<file path="src/sv/tcc_pkg.sv">
package tcc_pkg;

    // Internal cursor widths: the column must hold COLUMNS itself before the
    // wrap is taken, and the row must reach the largest ROWS-1.
    localparam int CUR_COL_W = 8;
    localparam int CUR_ROW_W = 6;
    localparam int LIN_W     = 11;

    localparam logic [7:0] CH_TAB     = 8'd9;
    localparam logic [7:0] CH_NL      = 8'd10;
    localparam logic [7:0] CH_BS      = 8'd8;
    localparam logic [7:0] CH_CR      = 8'd13;
    localparam logic [7:0] CH_VT      = 8'd11;
    localparam logic [7:0] CH_SPACE   = 8'd32;
    localparam logic [7:0] TAB_STOP   = 8'd8;
    localparam logic [7:0] RESET_ATTR = 8'h0F;

    localparam logic REG_PROMPT_COLUMN  = 1'b0;
    localparam logic REG_SCROLL_TOP_ROW = 1'b1;

    localparam int CMDQ_DEPTH = 2;

    typedef enum logic [1:0] {
        REQ_PUT    = 2'd0,
        REQ_PUT_AT = 2'd1,
        REQ_CLEAR  = 2'd2,
        REQ_READ   = 2'd3
    } req_type_t;

    typedef struct packed {
        req_type_t  req_type;
        logic [7:0] char_code;
        logic [7:0] attribute;
        logic [6:0] cell_col;
        logic [4:0] cell_row;
    } in_item_t;

    typedef struct packed {
        logic [6:0]  cursor_col;
        logic [4:0]  cursor_row;
        logic [10:0] cursor_linear;
        logic [7:0]  read_char;
        logic [7:0]  read_attr;
    } out_item_t;

    // One classified request, handed from the front end to the screen engine.
    typedef struct packed {
        logic                 wr_en;
        logic                 rd_en;
        logic [CUR_ROW_W-1:0] cell_row;
        logic [6:0]           cell_col;
        logic [15:0]          cell_data;
        logic                 copy_en;
        logic                 blank_en;
        logic [CUR_ROW_W-1:0] sweep_row;
        logic [7:0]           attr;
        logic [6:0]           cur_col;
        logic [4:0]           cur_row;
        logic [LIN_W-1:0]     cur_linear;
    } cmd_t;

    typedef enum logic [2:0] {
        BK_INIT,
        BK_IDLE,
        BK_CELL,
        BK_COPY,
        BK_DRAIN,
        BK_BLANK,
        BK_RESULT
    } back_state_t;

    function automatic logic [15:0] blank_cell(input logic [7:0] attr);
        return {attr, CH_SPACE};
    endfunction

endpackage

</file>
<file path="src/sv/tcc_front.sv">
module tcc_front
    import tcc_pkg::*;
#(
    parameter int COLUMNS = 80,
    parameter int ROWS    = 25
) (
    input  logic       aclk,
    input  logic       aresetn,
    input  logic       s_valid,
    output logic       s_ready,
    input  in_item_t   s_data,
    input  logic [6:0] prompt_column,
    input  logic [4:0] scroll_top_row,
    input  logic       init_busy,
    input  logic       q_full,
    output logic       q_push,
    output cmd_t       q_cmd
);

    localparam logic [CUR_COL_W-1:0] COLS     = CUR_COL_W'(COLUMNS);
    localparam logic [CUR_COL_W-1:0] LAST_COL = CUR_COL_W'(COLUMNS - 1);
    localparam logic [CUR_ROW_W-1:0] LAST_ROW = CUR_ROW_W'(ROWS - 1);

    logic [CUR_COL_W-1:0] col_reg, col_next;
    logic [CUR_ROW_W-1:0] row_reg, row_next;

    logic [CUR_COL_W-1:0] home_col, floor_col, prompt_inc, col_step;
    logic [CUR_ROW_W-1:0] top_row, top_raw, row_step;
    logic                 is_ctrl, in_range, do_nl;

    assign s_ready = !q_full && !init_busy;
    assign q_push  = s_valid && s_ready;

    always_comb begin
        prompt_inc = {1'b0, prompt_column} + 1'b1;
        home_col   = ({1'b0, prompt_column} < COLS) ? {1'b0, prompt_column} : LAST_COL;
        floor_col  = (prompt_inc > LAST_COL) ? LAST_COL : prompt_inc;
        top_raw    = {1'b0, scroll_top_row};
        priority if (top_raw == '0) begin
            top_row = CUR_ROW_W'(1);
        end else if (top_raw > LAST_ROW) begin
            top_row = LAST_ROW;
        end else begin
            top_row = top_raw;
        end
    end

    always_comb begin
        q_cmd       = '0;
        q_cmd.attr  = s_data.attribute;
        col_step    = col_reg;
        row_step    = row_reg;
        do_nl       = 1'b0;
        is_ctrl     = (s_data.char_code == CH_TAB) || (s_data.char_code == CH_NL) ||
                      (s_data.char_code == CH_BS) || (s_data.char_code == CH_CR) ||
                      (s_data.char_code == CH_VT);
        in_range    = ({1'b0, s_data.cell_col} <= LAST_COL) &&
                      ({1'b0, s_data.cell_row} <= LAST_ROW);

        // Control characters steer the cursor the same way for both put forms.
        if ((s_data.req_type == REQ_PUT || s_data.req_type == REQ_PUT_AT) && is_ctrl) begin
            priority if (s_data.char_code == CH_TAB) begin
                col_step = {col_reg[CUR_COL_W-1:3], 3'b000} + TAB_STOP;
            end else if (s_data.char_code == CH_NL) begin
                do_nl = 1'b1;
            end else if (s_data.char_code == CH_BS) begin
                col_step        = (col_reg > floor_col) ? col_reg - 1'b1 : floor_col;
                q_cmd.wr_en     = 1'b1;
                q_cmd.cell_row  = row_reg;
                q_cmd.cell_col  = col_step[6:0];
                q_cmd.cell_data = blank_cell(s_data.attribute);
            end else if (s_data.char_code == CH_CR) begin
                col_step = '0;
            end else begin
                row_step = (row_reg < LAST_ROW) ? row_reg + 1'b1 : row_reg;
            end
        end else begin
            unique case (s_data.req_type)
                REQ_PUT: begin
                    q_cmd.wr_en     = 1'b1;
                    q_cmd.cell_row  = row_reg;
                    q_cmd.cell_col  = col_reg[6:0];
                    q_cmd.cell_data = {s_data.attribute, s_data.char_code};
                    col_step        = col_reg + 1'b1;
                end
                REQ_PUT_AT: begin
                    q_cmd.wr_en     = in_range;
                    q_cmd.cell_row  = {1'b0, s_data.cell_row};
                    q_cmd.cell_col  = s_data.cell_col;
                    q_cmd.cell_data = {s_data.attribute, s_data.char_code};
                end
                REQ_CLEAR: begin
                    q_cmd.blank_en  = 1'b1;
                    q_cmd.sweep_row = top_row - 1'b1;
                    col_step        = home_col;
                    row_step        = top_row;
                end
                REQ_READ: begin
                    q_cmd.rd_en    = in_range;
                    q_cmd.cell_row = {1'b0, s_data.cell_row};
                    q_cmd.cell_col = s_data.cell_col;
                end
            endcase
        end

        col_next = col_step;
        row_next = row_step;
        if (do_nl || col_step >= COLS) begin
            col_next = home_col;
            if (row_step < LAST_ROW) begin
                row_next = row_step + 1'b1;
            end else begin
                // A newline or a column wrap on the bottom row scrolls the lower region up.
                q_cmd.copy_en   = 1'b1;
                q_cmd.blank_en  = 1'b1;
                q_cmd.sweep_row = top_row;
            end
        end

        q_cmd.cur_col    = col_next[6:0];
        q_cmd.cur_row    = row_next[4:0];
        q_cmd.cur_linear = LIN_W'(col_next + row_next * COLUMNS);
    end

    always_ff @(posedge aclk) begin
        if (!aresetn) begin
            col_reg <= '0;
            row_reg <= '0;
        end else if (q_push) begin
            col_reg <= col_next;
            row_reg <= row_next;
        end
    end

endmodule

</file>
<file path="config.mk">
export PLATFORM = sky130hd
export DESIGN_NAME = tcc_front
export DESIGN_NICKNAME = d
export VERILOG_FILES = /design/src/sv/tcc_pkg.sv /design/src/sv/tcc_front.sv
export SDC_FILE = /design/constraint.sdc
export NUM_CORES = 1
export LEC_CHECK = 0
export BUFFER_PORTS_ARGS = -buffer_cell sky130_fd_sc_hd__buf_4
export CORE_ASPECT_RATIO = 1.2
export CORE_UTILIZATION = 56
export DETAILED_ROUTE_END_ITERATION = 16
export PLACE_DENSITY = 0.86
export SETUP_SLACK_MARGIN = 0.05
export SYNTH_ARGS = -nofsm -noshare
export SYNTH_HDL_FRONTEND = slang
export SYNTH_SLANG_ARGS = --single-unit
</file>
<file path="constraint.sdc">
create_clock -name aclk -period 10.34 [get_ports aclk]
set_input_delay 0.517 -clock aclk [delete_from_list [all_inputs] [get_ports aclk]]
set_output_delay 0.517 -clock aclk [all_outputs]
set_load 0.01 [all_outputs]
</file>
# Word-level counts from Yosys, hierarchy flattened
# Cells that the tools add are included.
word_totals:
  output_inout_bits: 72
  regBits: 14
  elab_cells: 85
  inputBits: 47
op_classes:
  n_reduce_logical: 16
  mux: 41
  mul: 1
  magnitude_cmp: 9
  eq_ne: 8
  add_sub_neg: 8
op_table:
  columns: ["operator", "count"]
  rows:
  - ["two-way mux 29 bit", 4]
  - ["two-way mux 8 bit", 10]
  - ["two-way mux 6 bit", 9]
  - ["== test 8 x 4 -> 1 bit (second input constant)", 5]
  - ["case mux 13 bit (2 select lines)", 1]
  - ["two-way mux 7 bit", 3]
  - ["two-way mux 16 bit", 1]
  - ["case mux 8 bit (2 select lines)", 1]
  - ["adder 6 x 1 -> 6 bit (second input constant)", 2]
  - ["less-than comparator 6 x 5 -> 1 bit (second input constant)", 2]
  - ["adder 8 x 11 -> 11 bit", 1]
  - ["two-way mux 5 bit", 2]
  - ["two-way mux 1 bit", 9]
  - ["adder 7 x 1 -> 8 bit (second input constant)", 1]
  - ["adder 8 x 1 -> 8 bit (second input constant)", 1]
  - ["adder 8 x 4 -> 8 bit (second input constant)", 1]
  - ["greater-or-equal comparator 8 x 7 -> 1 bit (second input constant)", 1]
  - ["greater-than comparator 8 x 7 -> 1 bit (second input constant)", 1]
  - ["greater-than comparator 8 bit", 1]
  - ["subtractor 8 x 1 -> 8 bit (second input constant)", 1]
  - ["less-or-equal comparator 7 bit (second input constant)", 1]
  - ["less-than comparator 7 bit (second input constant)", 1]
  - ["multiplier 6 x 3 -> 7 bit (second input constant)", 1]
  - ["logical OR 1 bit", 6]
  - ["11 further kinds", 17]

# Longest topological paths before layout
logic_depth:
  ltp_word: 14
  depth_mapped: 26
  ltp_nobuf: 24

# Least setup slack after synthesis
# OpenSTA, ideal clock, no wires.
synth_path:
  path_type: "input to output"
  start: "input prompt_column[0]"
  end: "output q_cmd[10] (netlist name)"
  setup_slack_ps: 4286
  path_buffers: 2
  arrival_ps: 5537
  required_time_ps: 9823
  path_stages: 25
  cell_sequence: "ha_1 > and3_1 > clkbuf_1 > nand4_1 > o21ai_0 > a2bb2oi_1 > and2_1 > ha_1 > nor2b_1 > o21ai_0 > nor4bb_1 > o21ai_0 > a31oi_1 > o21ai_2 > o21ai_4 > buf_6 > o21ai_0 > o21ai_0 > ha_1 > ha_1 > inv_1 > fa_1 > nor3_1 > xnor2_1 > xnor2_1"
synth_rtl:
  columns: ["item", "line", "source"]
  rows:
  - ["start: declaration", "tcc_front.sv:12", "input logic [6:0] prompt_column,"]
  - ["end: declaration", "tcc_front.sv:17", "output cmd_t q_cmd"]

==> impl_metrics.json <==
{
  "finalHoldViolCount": 0,
  "synth_compound_area_share_pct": 32.91,
  "synthCells": 472,
  "clkLatencyLatePin_ns": 0.25,
  "cts_buffer_depth": 2,
  "ctsHoldBuffers": 0,
  "rows": 30,
  "syn_avg_cell_area_sq_um": 7.234,
  "cts_inserted_buffers": 3,
  "endpoint_kind": "primary output",
  "synth.most_common_cell": "nor2_1",
  "holdWs_ns": 0.5001,
  "final-seq-area_sq_um": 280.3,
  "die_w_um": 73.28,
  "path_clk_slew_ns": 0.05,
  "grt_overflow": 0,
  "cts_tree": "yes",
  "drv_slew": 0,
  "via_count": 3887,
  "ios": 119,
  "synthTopCellsByArea": "ha_1 11%, dfxtp_1 8.2%, buf_4 5.5%",
  "finalClockSkew_ns": 0.004133,
  "ys_ff_latch": 14,
  "drc": 0,
  "h-tree-depth": 1,
  "post-route-min-period_ns": 7.019,
  "grt_pass1_wl_um": 16820,
  "postCtsSetupBuffers": 0,
  "peakVddDrop_mv": 0.1001,
  "grt_use_total_pct": 33.60,
  "num-fill-cells": 506,
  "finalNetCount": 620,
  "grt_max_degree": 30,
  "multi_input_area_sq_um": 2740,
  "ff2ff_setup_slack_ns": 6.36,
  "powerDensity_nw_per_um2": 71.59,
  "start_util_pct": 59.07,
  "viasPerCell": 6.269,
  "critPathMaxFanout": 17,
  "fin_cells": 620,
  "cts_sinks": 14,
  "p_leak_nw": 1.914,
  "slew-limit-headroom_pct": 34.00,
  "synth_cell_type_count": 88,
  "cp.required_ns": 9.82,
  "finalWirelength_um": 11010,
  "reg2reg_from": "col_reg[5]",
  "setup_slack_ns": 3.321,
  "wire_per_inst_um": 17.76,
  "reg2regPathDepth": 10,
  "die_h_um": 87.54,
  "fp.dieArea_sq_um": 6415,
  "tightest_slew_ns": 0.9863,
  "finalSetupViolCount": 0,
  "largest_register_ffs": 8,
  "synth-simple-area-share_pct": 27.41,
  "ys_seq_area_share_pct": 8.208,
  "grt_pass1_vias": 3504,
  "netlist.area_leader.share_pct": 10.63,
  "cts-resized-gates": 0,
  "rsz0062_at_grt": "false",
  "synth_top_area_cell": "ha_1",
  "layout-drive-gt1-share_pct": 27.96,
  "arrival_ns": 6.50,
  "synthAdderAreaFrac_pct": 11.80,
  "cap_violations": 0,
  "clock-root-buffer": "clkbuf_8",
  "cpPeakStageDelay_ns": 0.66,
  "crit_top_cell": "o21ai_0",
  "yosysWarnings": 0,
  "synth_edf_count": 0,
  "critPathCapture": "q_cmd[10]",
  "first_pass_iters": 5,
  "status": "complete, no violations",
  "place_worst_setup_slack_ns": 3.462,
  "timing.rr.end": "col_reg[5]",
  "setup_tns_ns": 0,
  "place_hpwl_um": 8718,
  "netlist_top_cells_count": "42 x nor2_1, 39 x nand2_1, 33 x o21ai_0",
  "finalCritPeriodShare_pct": 67.88,
  "cp-start-kind": "primary input",
  "hold_class": "flip-flop to flip-flop",
  "diodes": 0,
  "numPortBuffers": 117,
  "core_sq_um": 5781,
  "cp_slowest_cell": "nor4bb_1",
  "synthMuxAreaShare_pct": 2.418,
  "fmax_mhz": 142.5,
  "synth_xor_area_share_pct": 5.387,
  "area_growth_pct": 20.41,
  "synth_ff_type": "dfxtp_1",
  "netlist_area_sq_um": 3415,
  "gp_congestion": 0.9324,
  "synth_top_family_by_area": "compound AO/OA/AOI/OAI gates",
  "path_class": "primary input to primary output",
  "place_inst": 617,
  "async_reset_ff_share_pct": 0,
  "ant_nets": 0,
  "crit_start": "prompt_column[0]",
  "drt_iter0_markers": 307,
  "antenna_found_initial": 0
}
[worst min path at each step]
stage,startpoint,endpoint,slack (ns),cells after the start
CTS,row_reg[5],row_reg[5],0.50,2
global route,row_reg[5],row_reg[5],0.53,2
detailed placement,row_reg[5],row_reg[5],0.49,2
finish,row_reg[5],row_reg[5],0.50,2
global placement,row_reg[5],row_reg[5],0.47,2
floorplan,row_reg[5],row_reg[5],0.44,2
[power breakdown]
part           internal [W]  switching, W
registers         0.0000560    0.00000550
clock network     0.0000257     0.0000179
logic             0.0000874      0.000102
[metal layers]
| layer | global-route usage [%] | part of all wire [%] | vias up | wire [um] |
|---|---|---|---|---|
| met4 | 15.69 | 3.2 | 0 | 356 |
| met3 | 2.762 | 6.5 | 33 | 713 |
| met1 | 39.35 | 39 | 1813 | 4322 |
| met5 | 0 | 0 | - | 0 |
| met2 | 61.20 | 51 | 189 | 5618 |
| li1 | - | - | 1852 | - |
[cell usage in the layout, fill, tap and decap left out, types with 4 or more instances in the layout]
cell / instances
nand3_1: 10
o22ai_1: 6
a21o_1: 9
a21oi_1: 24
and2_1: 19
xor2_1: 11
buf_4: 117
a211oi_1: 4
ha_1: 29
inv_1: 18
nor3_1: 14
nand4_1: 6
nand2b_1: 4
nor4_1: 4
a31oi_1: 7
o211ai_1: 6
nand2_1: 39
a32oi_1: 4
o21ai_0: 33
nor2_1: 42
dfxtp_1: 14
mux2i_1: 6
and3_1: 8
xnor2_1: 10
a22o_1: 5
or2_2: 4
nor2b_1: 5
[critical path: cells and delay by family]
family	cells	cell delay [ns]
adders and majority gates	5	1.53
xor gates and xnor gates	2	0.31
buffers and inverters	3	0.36
AOI/OAI and AO/OA	9	2.18
and+or+nand+nor	6	1.62
[metrics by stage]
step / cell area (sq um) / utilization, % / power [W]
final: 4111 / 71.13 / 0.0002944
after global routing: 4111 / 71.13 / 0.0003122
after CTS: 4111 / 71.13 / 0.0002929
after detailed placement: 4070 / 70.41 / 0.0002494
after global placement: 4070 / 70.41 / 0.0002444
after floorplan: 3418 / - / 0.0001828
[cell families (layout without fill, tap and decap cells)]
| family | Yosys count | after routing |
|---|---|---|
| XOR/XNOR | 21 | 21 |
| adder cells (fa/ha/maj) | 31 | 31 |
| flip-flops | 14 | 14 |
| multiplexers | 8 | 8 |
| buffers and inverters | 72 | 139 |
| other | 2 | 3 |
| AO/OA/AOI/OAI | 150 | 150 |
| AND/OR/NAND/NOR | 174 | 174 |
[cell type report]
type                       instances  share of cell area, %
multi-input combinational        387                  66.65
tap                               80                  2.435
clock buffer                       3                  1.004
inverter                          19                  1.735
sequential                        14                  6.817
timing repair buffer             117                  21.36
Power figures use the tool's default switching activity.
