==> src/sv/tcc_pkg.sv <==
package tcc_pkg;

    // Internal cursor widths: the column must hold COLUMNS itself before the
    // wrap is taken, and the row must reach the largest ROWS-1.
    localparam int CUR_COL_W = 8;
    localparam int CUR_ROW_W = 6;
    localparam int LIN_W     = 11;

    localparam logic [7:0] CH_TAB     = 8'd9;
    localparam logic [7:0] CH_NL      = 8'd10;
    localparam logic [7:0] CH_BS      = 8'd8;
    localparam logic [7:0] CH_CR      = 8'd13;
    localparam logic [7:0] CH_VT      = 8'd11;
    localparam logic [7:0] CH_SPACE   = 8'd32;
    localparam logic [7:0] TAB_STOP   = 8'd8;
    localparam logic [7:0] RESET_ATTR = 8'h0F;

    localparam logic REG_PROMPT_COLUMN  = 1'b0;
    localparam logic REG_SCROLL_TOP_ROW = 1'b1;

    localparam int CMDQ_DEPTH = 2;

    typedef enum logic [1:0] {
        REQ_PUT    = 2'd0,
        REQ_PUT_AT = 2'd1,
        REQ_CLEAR  = 2'd2,
        REQ_READ   = 2'd3
    } req_type_t;

    typedef struct packed {
        req_type_t  req_type;
        logic [7:0] char_code;
        logic [7:0] attribute;
        logic [6:0] cell_col;
        logic [4:0] cell_row;
    } in_item_t;

    typedef struct packed {
        logic [6:0]  cursor_col;
        logic [4:0]  cursor_row;
        logic [10:0] cursor_linear;
        logic [7:0]  read_char;
        logic [7:0]  read_attr;
    } out_item_t;

    // One classified request, handed from the front end to the screen engine.
    typedef struct packed {
        logic                 wr_en;
        logic                 rd_en;
        logic [CUR_ROW_W-1:0] cell_row;
        logic [6:0]           cell_col;
        logic [15:0]          cell_data;
        logic                 copy_en;
        logic                 blank_en;
        logic [CUR_ROW_W-1:0] sweep_row;
        logic [7:0]           attr;
        logic [6:0]           cur_col;
        logic [4:0]           cur_row;
        logic [LIN_W-1:0]     cur_linear;
    } cmd_t;

    typedef enum logic [2:0] {
        BK_INIT,
        BK_IDLE,
        BK_CELL,
        BK_COPY,
        BK_DRAIN,
        BK_BLANK,
        BK_RESULT
    } back_state_t;

    function automatic logic [15:0] blank_cell(input logic [7:0] attr);
        return {attr, CH_SPACE};
    endfunction

endpackage

==> src/sv/tcc_cmd_fifo.sv <==
module tcc_cmd_fifo
    import tcc_pkg::*;
(
    input  logic aclk,
    input  logic aresetn,
    input  logic push,
    input  cmd_t push_cmd,
    input  logic pop,
    output cmd_t pop_cmd,
    output logic full,
    output logic empty
);

    localparam int PTR_W = $clog2(CMDQ_DEPTH);
    localparam int CNT_W = $clog2(CMDQ_DEPTH + 1);

    cmd_t             entry_reg [CMDQ_DEPTH];
    logic [PTR_W-1:0] wr_ptr_reg, wr_ptr_next;
    logic [PTR_W-1:0] rd_ptr_reg, rd_ptr_next;
    logic [CNT_W-1:0] count_reg, count_next;

    assign full    = (count_reg == CNT_W'(CMDQ_DEPTH));
    assign empty   = (count_reg == '0);
    assign pop_cmd = entry_reg[rd_ptr_reg];

    always_comb begin
        wr_ptr_next = wr_ptr_reg;
        rd_ptr_next = rd_ptr_reg;
        count_next  = count_reg;
        if (push) begin
            wr_ptr_next = (wr_ptr_reg == PTR_W'(CMDQ_DEPTH - 1)) ? '0 : wr_ptr_reg + 1'b1;
        end
        if (pop) begin
            rd_ptr_next = (rd_ptr_reg == PTR_W'(CMDQ_DEPTH - 1)) ? '0 : rd_ptr_reg + 1'b1;
        end
        if (push && !pop) begin
            count_next = count_reg + 1'b1;
        end else if (pop && !push) begin
            count_next = count_reg - 1'b1;
        end
    end

    always_ff @(posedge aclk) begin
        if (!aresetn) begin
            wr_ptr_reg <= '0;
            rd_ptr_reg <= '0;
            count_reg  <= '0;
        end else begin
            wr_ptr_reg <= wr_ptr_next;
            rd_ptr_reg <= rd_ptr_next;
            count_reg  <= count_next;
        end
    end

    always_ff @(posedge aclk) begin
        if (push) begin
            entry_reg[wr_ptr_reg] <= push_cmd;
        end
    end

endmodule

==> config.mk <==
export PLATFORM = sky130hd
export DESIGN_NAME = tcc_cmd_fifo
export DESIGN_NICKNAME = d
export VERILOG_FILES = /design/src/sv/tcc_pkg.sv /design/src/sv/tcc_cmd_fifo.sv
export SDC_FILE = /design/constraint.sdc
export NUM_CORES = 1
export LEC_CHECK = 0
export ABC_CLOCK_PERIOD_IN_PS = 5400
export CAP_MARGIN = 20
export CORE_MARGIN = 4
export CORE_UTILIZATION = 30
export DETAILED_ROUTE_END_ITERATION = 12
export DONT_BUFFER_PORTS = 1
export PLACE_DENSITY = 0.57
export SLEW_MARGIN = 20
export SYNTH_ARGS = -nofsm -noshare
export SYNTH_HDL_FRONTEND = slang
export SYNTH_SLANG_ARGS = --single-unit
==> constraint.sdc <==
create_clock -name aclk -period 5.4 [get_ports aclk]
set_input_delay 1.62 -clock aclk [delete_from_list [all_inputs] [get_ports aclk]]
set_output_delay 1.62 -clock aclk [all_outputs]
set_load 0.05 [all_outputs]
### Word-level counts from Yosys, hierarchy flattened

Memory sizes are Yosys's and may differ from the RTL's. A register that Yosys moved wholly into a read port is not among the register bits.
Cells that the tools add are included.

| word-level totals | value |
|---|---|
| output and inout bits | 72 |
| memories | 1 |
| bits in latches | 0 |
| memory bits (writable) | 140 |
| register bits after elaboration | 4 |
| ROM bits | 0 |

| cells by class | value |
|---|---|
| $add $sub $neg | 4 |
| eq/ne operators | 1 |
| magnitude comparators | 0 |
| shift-type cells | 0 |
| divide/modulo/power cells | 0 |
| reduce and logical (&&, ||, !) cells | 6 |
| bitwise logic cells | 0 |
| multipliers | 0 |
| multiplexer cells | 8 |

Memories:

| memory | depth | bits a word | rd ports | clocked after memory_dff | write ports | RTL line | text |
|---|---|---|---|---|---|---|---|
| entry_reg | 2 | 70 | 1 | 1 | 1 | tcc_cmd_fifo.sv:17 | `cmd_t entry_reg [CMDQ_DEPTH];` |

Operators with widths:

| operator | count |
|---|---|
| 1-bit 2-to-1 mux | 6 |
| 2-bit 2-to-1 mux | 2 |
| 1-bit adder, second input constant | 2 |
| 2-bit by 1-bit adder with 2-bit output, second input constant | 1 |
| 2-bit equality test, second input constant | 1 |
| 1-bit logical AND | 2 |
| 1-bit logical NOT | 2 |
| 2-bit logical NOT | 1 |
| 2-bit nonzero test | 1 |
| 2-bit by 1-bit subtractor with 2-bit output, second input constant | 1 |

### Longest topological paths before layout

Gate-level depths: netlist (run 1).

| logic depth | value |
|---|---|
| word-level depth | 4 |
| depth in mapped cells | 5 |

### Worst setup path before layout (run 1)

No wires, ideal clock.

| path | value |
|---|---|
| kind | in2reg |
| start point | in push |
| end point | mem entry_reg[0][0] (netlist bit), enable pin |
| stages on the path | 1 |
| required time | 4.892 ns |
| data arrival time | 4.722 ns |
| path buffers | 0 |
| path slack | 0.171 ns |
| cells stage by stage | nor2b_1 |

| between the ends | value |
|---|---|
| longest elaborated chain between the ends | 2 |

Ends and longest elaborated chain:

| element | RTL line | text |
|---|---|---|
| from (decl) | tcc_cmd_fifo.sv:6 | `input logic push,` |
| 1-bit 2-to-1 mux | tcc_cmd_fifo.sv:56 | `if (push) begin` |
| 1-bit 2-to-1 mux (implied by the code) | tcc_cmd_fifo.sv:57 | `entry_reg[wr_ptr_reg] <= push_cmd;` |
| to (decl) | tcc_cmd_fifo.sv:17 |  |

No other way between the ends.

==> results_dict.tcl, run 1 <==
set metrics [dict create \
    grt_pass1_vias 2370 \
    drt-initial-drc-count 104 \
    final_core_util_pct 36.2 \
    placed_cell_area_um2 5520 \
    grt-ovfl-total 0 \
    fmax_ghz 0.280 \
    crit_chain "mux2_2" \
    clock_path_buffers 2 \
    via_per_inst 4.38 \
    crit_type "flop to output pin" \
    mostFrequentLayoutCells "edfxtp_1, mux2_2, clkbuf_16" \
    path_clk_slew_ns 0.06 \
    switching_share_pct 23.8 \
    fin_nets 328 \
    place_inst 459 \
    pwr-share-comb_pct 10.7 \
    synth_top_area_share_pct 80.1 \
    maxSlewHeadroom_pct 32.7 \
    final_cell_area_um2 6230 \
    finalWeightedCongestion 0.678 \
    synth_top_family_by_area "multiplexers" \
    seqPwrFrac_pct 43.6 \
    drive_gt1_share_pct 40.2 \
    synth-seq-cells 145 \
    cts_setup_buffers 0 \
    grtUsageTotal_pct 9.84 \
    antenna_found_initial 0 \
    synth_compound_area_share_pct 0.381 \
    yosysWarnings 0 \
    diodes 0 \
    holdCritStartpoint "count_reg[1]" \
    drc 0 \
    leakagePower_uw 0.00204 \
    syn_inst 240 \
    fin_cells 491 \
    worst_pin_slew_ns 1.01 \
    num_rows 48 \
    synth_nets 315 \
    cts_num_sinks 145 \
    final_common_cell "edfxtp_1" \
    area_growth_pct 18.7 \
    die_x_um 140 \
    setup_viol 0 \
    die_y_um 140 \
    regToRegSetupSlack_ns 3.75 \
    hp-class "flop to flop" \
    cts_made_buffers 17 \
    endpoint_kind "output pin" \
    detail_route.wl_per_cell_um 19.3 \
    period_minus_slack_ns 3.57 \
    outcome "finished, final reports clean" \
    power.density_nw_per_um2 490 \
    drv_slew 0 \
    clockPowerShare_pct 45.7 \
    hold_viol 0 \
    whs_ns 0.522 \
    critPathMaxFanout 70 \
    rsz0062_at_grt "no" \
    worstPathRequired_ns 3.78 \
    synthAdderAreaFrac_pct 0.238 \
    timing.rr.start "wr_ptr_reg" \
    portBuffers 0 \
    core_um2 17200 \
    slowest_delay_ns 0.94 \
    clock_skew_ns 0.00515 \
    ant_nets 0 \
    clock_latency_ns 0.40 \
    p_switching_uw 729 \
    largest_reg_flops 140 \
    synth-simple-area-share_pct 1.07 \
    cts-root-buf "clkbuf_16" \
    internal_power_uw 2330 \
    yosysTopAreaCell "edfxtp_1" \
    start_util_pct 30.5 \
    cts_tree "done" \
    grt_pass1_wl_um 14200 \
    cp-start-kind "flop" \
    ir_drop_mv 0.184 \
    ctsHoldBuffers 0 \
    path_buf_inv 0 \
    synth_area_um2 5250 \
    synth_cell_type_count 16 \
    synth_seq_area_share_pct 82.0 \
    yosys-top-cells-area "edfxtp_1, mux2_2, dfxtp_1" \
    syn_area_per_cell_um2 21.9 \
    crit_family "flip-flops" \
    synthMuxAreaShare_pct 15.0 \
    wl_um 9450 \
    post-route-period-util_pct 66.1 \
    io_pins 146 \
    grt_max_degree 71 \
    dr.pass1.iters 4 \
    finalSetupTns_ns 0 \
    cpMaxStageDelayCell "dfxtp_4" \
    cp.arrival_ns 1.95 \
    yosys.area_share.xor_xnor_pct 0.500 \
    cts_max_level 4 \
    drv_cap 0 \
    dpl.hpwl_um 5980 \
    die_area_um2 19700 \
    num_vias 2151 \
    cts_resized 0 \
]
routing by layer:
layer	part of all wire [%]	GRT usage [%]
met5	0	0
met2	50	15.6
met3	10	6.35
met1	38	10.5
met4	1.5	3.98
area by class of cell:
| cell class | instances | area (µm²) |
|---|---|---|
| Multi-Input combinational cell | 86 | 913 |
| Clock buffer | 17 | 425 |
| Timing Repair Buffer | 2 | 15.0 |
| Fill cell | 1593 | 11000 |
| Tap cell | 225 | 282 |
| Clock inverter | 15 | 288 |
| Inverter | 1 | 3.75 |
| Sequential cell | 145 | 4310 |
power by group through the flow:
stage                     clock network [µW]  logic [µW]  registers [µW]
after floorplan                            0         320            1340
after global placement                     0         329            1360
after detailed placement                   0         331            1360
after CTS                               1430         332            1340
after global routing                    1500         338            1340
final                                   1400         326            1330
Yosys cell counts:
library cell / instances
a21boi_1: 1
ha_1: 1
mux2_2: 70
xor2_1: 2
buf_2: 8
o21ai_0: 1
xnor2_1: 1
edfxtp_1: 140
dfxtp_1: 5
inv_1: 1
or3_1: 1
and2_1: 4
o21a_1: 1
and2b_2: 1
nor2_1: 1
nor2b_1: 2
through the flow:
step	total power [µW]	setup WS [ns]
after CTS	3100	1.76
after detailed placement	1690	2.21
final	3060	1.83
after floorplan	1660	0.171
after global placement	1690	2.23
after global routing	3180	1.68
tightest hold or removal path: cells and delay by family (launching register included):
family	cells	cell delay, ns
flip-flops	1	0.32
AO/OA/AOI/OAI	2	0.15
logic make-up after synthesis:
| group | after synthesis |
|---|---|
| AOI/OAI and AO/OA | 3 |
| xor gates and xnor gates | 3 |
| adders and majority gates | 1 |
| buffers and inverters | 9 |
| DFF | 145 |
| muxes | 70 |
| and+or+nand+nor | 9 |
final timing paths:
check,endpoint,depth (start not counted)
worst max register to register,entry_reg[1][61],1
worst min register to register,count_reg[1],2
worst max-delay path,pop_cmd[15],1
worst min-delay path,count_reg[1],2
Note: power is estimated with default switching activity, not from simulation.
==> run 2: changes to the inputs <==
ABC_CLOCK_PERIOD_IN_PS = 3660   (was 5400)
PLACE_DENSITY = 0.56   (was 0.57)
clock period = 3.66 ns   (was 5.4 ns; I/O delays follow)
==> results_dict.tcl, run 2 (synthesized netlist as in run 1, its figures left out) <==
set metrics [dict create \
    seqPwrFrac_pct 45.8 \
    drc 0 \
    power_uw 4260 \
    worst_pin_slew_ns 1.01 \
    worstPathRequired_ns 2.56 \
    final_common_cell "edfxtp_1" \
    grt_max_degree 71 \
    start_util_pct 30.5 \
    maxSlewHeadroom_pct 32.8 \
    io_pins 146 \
    cts_setup_buffers 0 \
    fin_nets 328 \
    outcome "finished, final reports clean" \
    p_switching_uw 1040 \
    pwr-share-comb_pct 11.8 \
    finalSetupTns_ns 0 \
    fin_cells 491 \
    fmax_ghz 0.336 \
    power.density_nw_per_um2 691 \
    cts_max_level 4 \
    setup_viol 0 \
    dpl.hpwl_um 5840 \
    die_y_um 140 \
    die_x_um 140 \
    mostFrequentLayoutCells "edfxtp_1, mux2_2, clkbuf_16" \
    cts_tree "done" \
    cts_resized 0 \
    detail_route.wl_per_cell_um 18.7 \
    num_vias 2171 \
    internal_power_uw 3220 \
    final_core_util_pct 35.8 \
    die_area_um2 19700 \
    antenna_found_initial 0 \
    path_clk_slew_ns 0.06 \
    multi_input_area_um2 913 \
    via_per_inst 4.42 \
    grt-ovfl-total 0 \
    drv_cap 0 \
    regArea_um2 4310 \
    dr.pass1.iters 4 \
    nFillCells 1601 \
    leakagePower_uw 0.00200 \
    largest_reg_flops 140 \
    area_growth_pct 17.5 \
    finalWeightedCongestion 0.674 \
    cts_made_buffers 17 \
    num_rows 48 \
    drive_gt1_share_pct 38.3 \
    clockPowerShare_pct 42.4 \
    hp-class "flop to flop" \
    place_inst 459 \
    cts-root-buf "clkbuf_16" \
    core_um2 17200 \
    grt_pass1_wl_um 13500 \
    drt-initial-drc-count 66 \
    cts_num_sinks 145 \
    rsz0062_at_grt "no" \
    grtUsageTotal_pct 9.36 \
    grt_pass1_vias 2357 \
    ant_nets 0 \
    post-route-period-util_pct 81.4 \
    hold_viol 0 \
    cp-start-kind "flop" \
    switching_share_pct 24.5 \
    period_minus_slack_ns 2.98 \
    endpoint_kind "output pin" \
    diodes 0 \
    critPathMaxFanout 38 \
    ctsHoldBuffers 0 \
    ir_drop_mv 0.288 \
    cp.arrival_ns 1.88 \
    portBuffers 0 \
    clock_skew_ns 0.0137 \
    crit_type "flop to output pin" \
    drv_slew 0 \
    clock_path_buffers 2 \
    clock_latency_ns 0.41 \
    wl_um 9160 \
]
run 2: cell types whose count changed in the layout (fill, tap and decap cells not counted), sizes merged:
| cell | change |
|---|---|
| bufinv | -3 |
| clkbuf | +1 |
| clkinv | +1 |
| clkinvlp | +1 |
run 2: worst paths after layout:
kind	startpoint	slack (ns)	depth (start not counted)	end
min reg2reg	count_reg[1]	0.51	2	count_reg[1]
max	flop	0.68	2	pop_cmd[36]
max reg2reg	wr_ptr_reg	2.01	1	entry_reg[1][45]
min	count_reg[1]	0.51	2	count_reg[1]
run 2: power by group through the flow:
| stage | Sequential (µW) | Clock (µW) | Combinational [µW] |
|---|---|---|---|
| floorplan | 1970 | 0 | 473 |
| global placement | 1990 | 0 | 509 |
| detailed placement | 1990 | 0 | 511 |
| CTS | 1960 | 1860 | 512 |
| global route | 1960 | 1940 | 521 |
| finish | 1950 | 1810 | 503 |
run 2: through the flow:
step / setup slack, ns / hold WS (ns) / area (µm²)
2_1_floorplan: 0.276 / 0.466 / 5250
3_3_place_gp: 1.08 / 0.486 / 5550
3_5_place_dp: 1.07 / 0.509 / 5550
4_1_cts: 0.599 / 0.518 / 6170
5_1_grt: 0.556 / 0.549 / 6170
6_report: 0.680 / 0.507 / 6170
run 2: worst max-delay path, stage by stage, from the launching register on:
cell     delay [ns]
dfxtp_4        0.65
buf_12         0.28
mux2_2         0.50
run 2: cell type report:
cell class | count | share of cell area, %
timing repair buffer | 2 | 0.649
clock buffer | 18 | 6.96
tap | 225 | 4.56
inverter | 1 | 0.0608
clock inverter | 14 | 3.14
sequential | 145 | 69.8
multi-input combinational | 86 | 14.8
run 2: layer usage:
| layer | GRT usage (%) | wire (µm) | vias up |
|---|---|---|---|
| met3 | 6.56 | 1150 | 10 |
| li1 | - | - | 976 |
| met1 | 9.34 | 3280 | 1087 |
| met5 | 0 | 0 | - |
| met4 | 4.74 | 156 | 0 |
| met2 | 14.7 | 4570 | 98 |
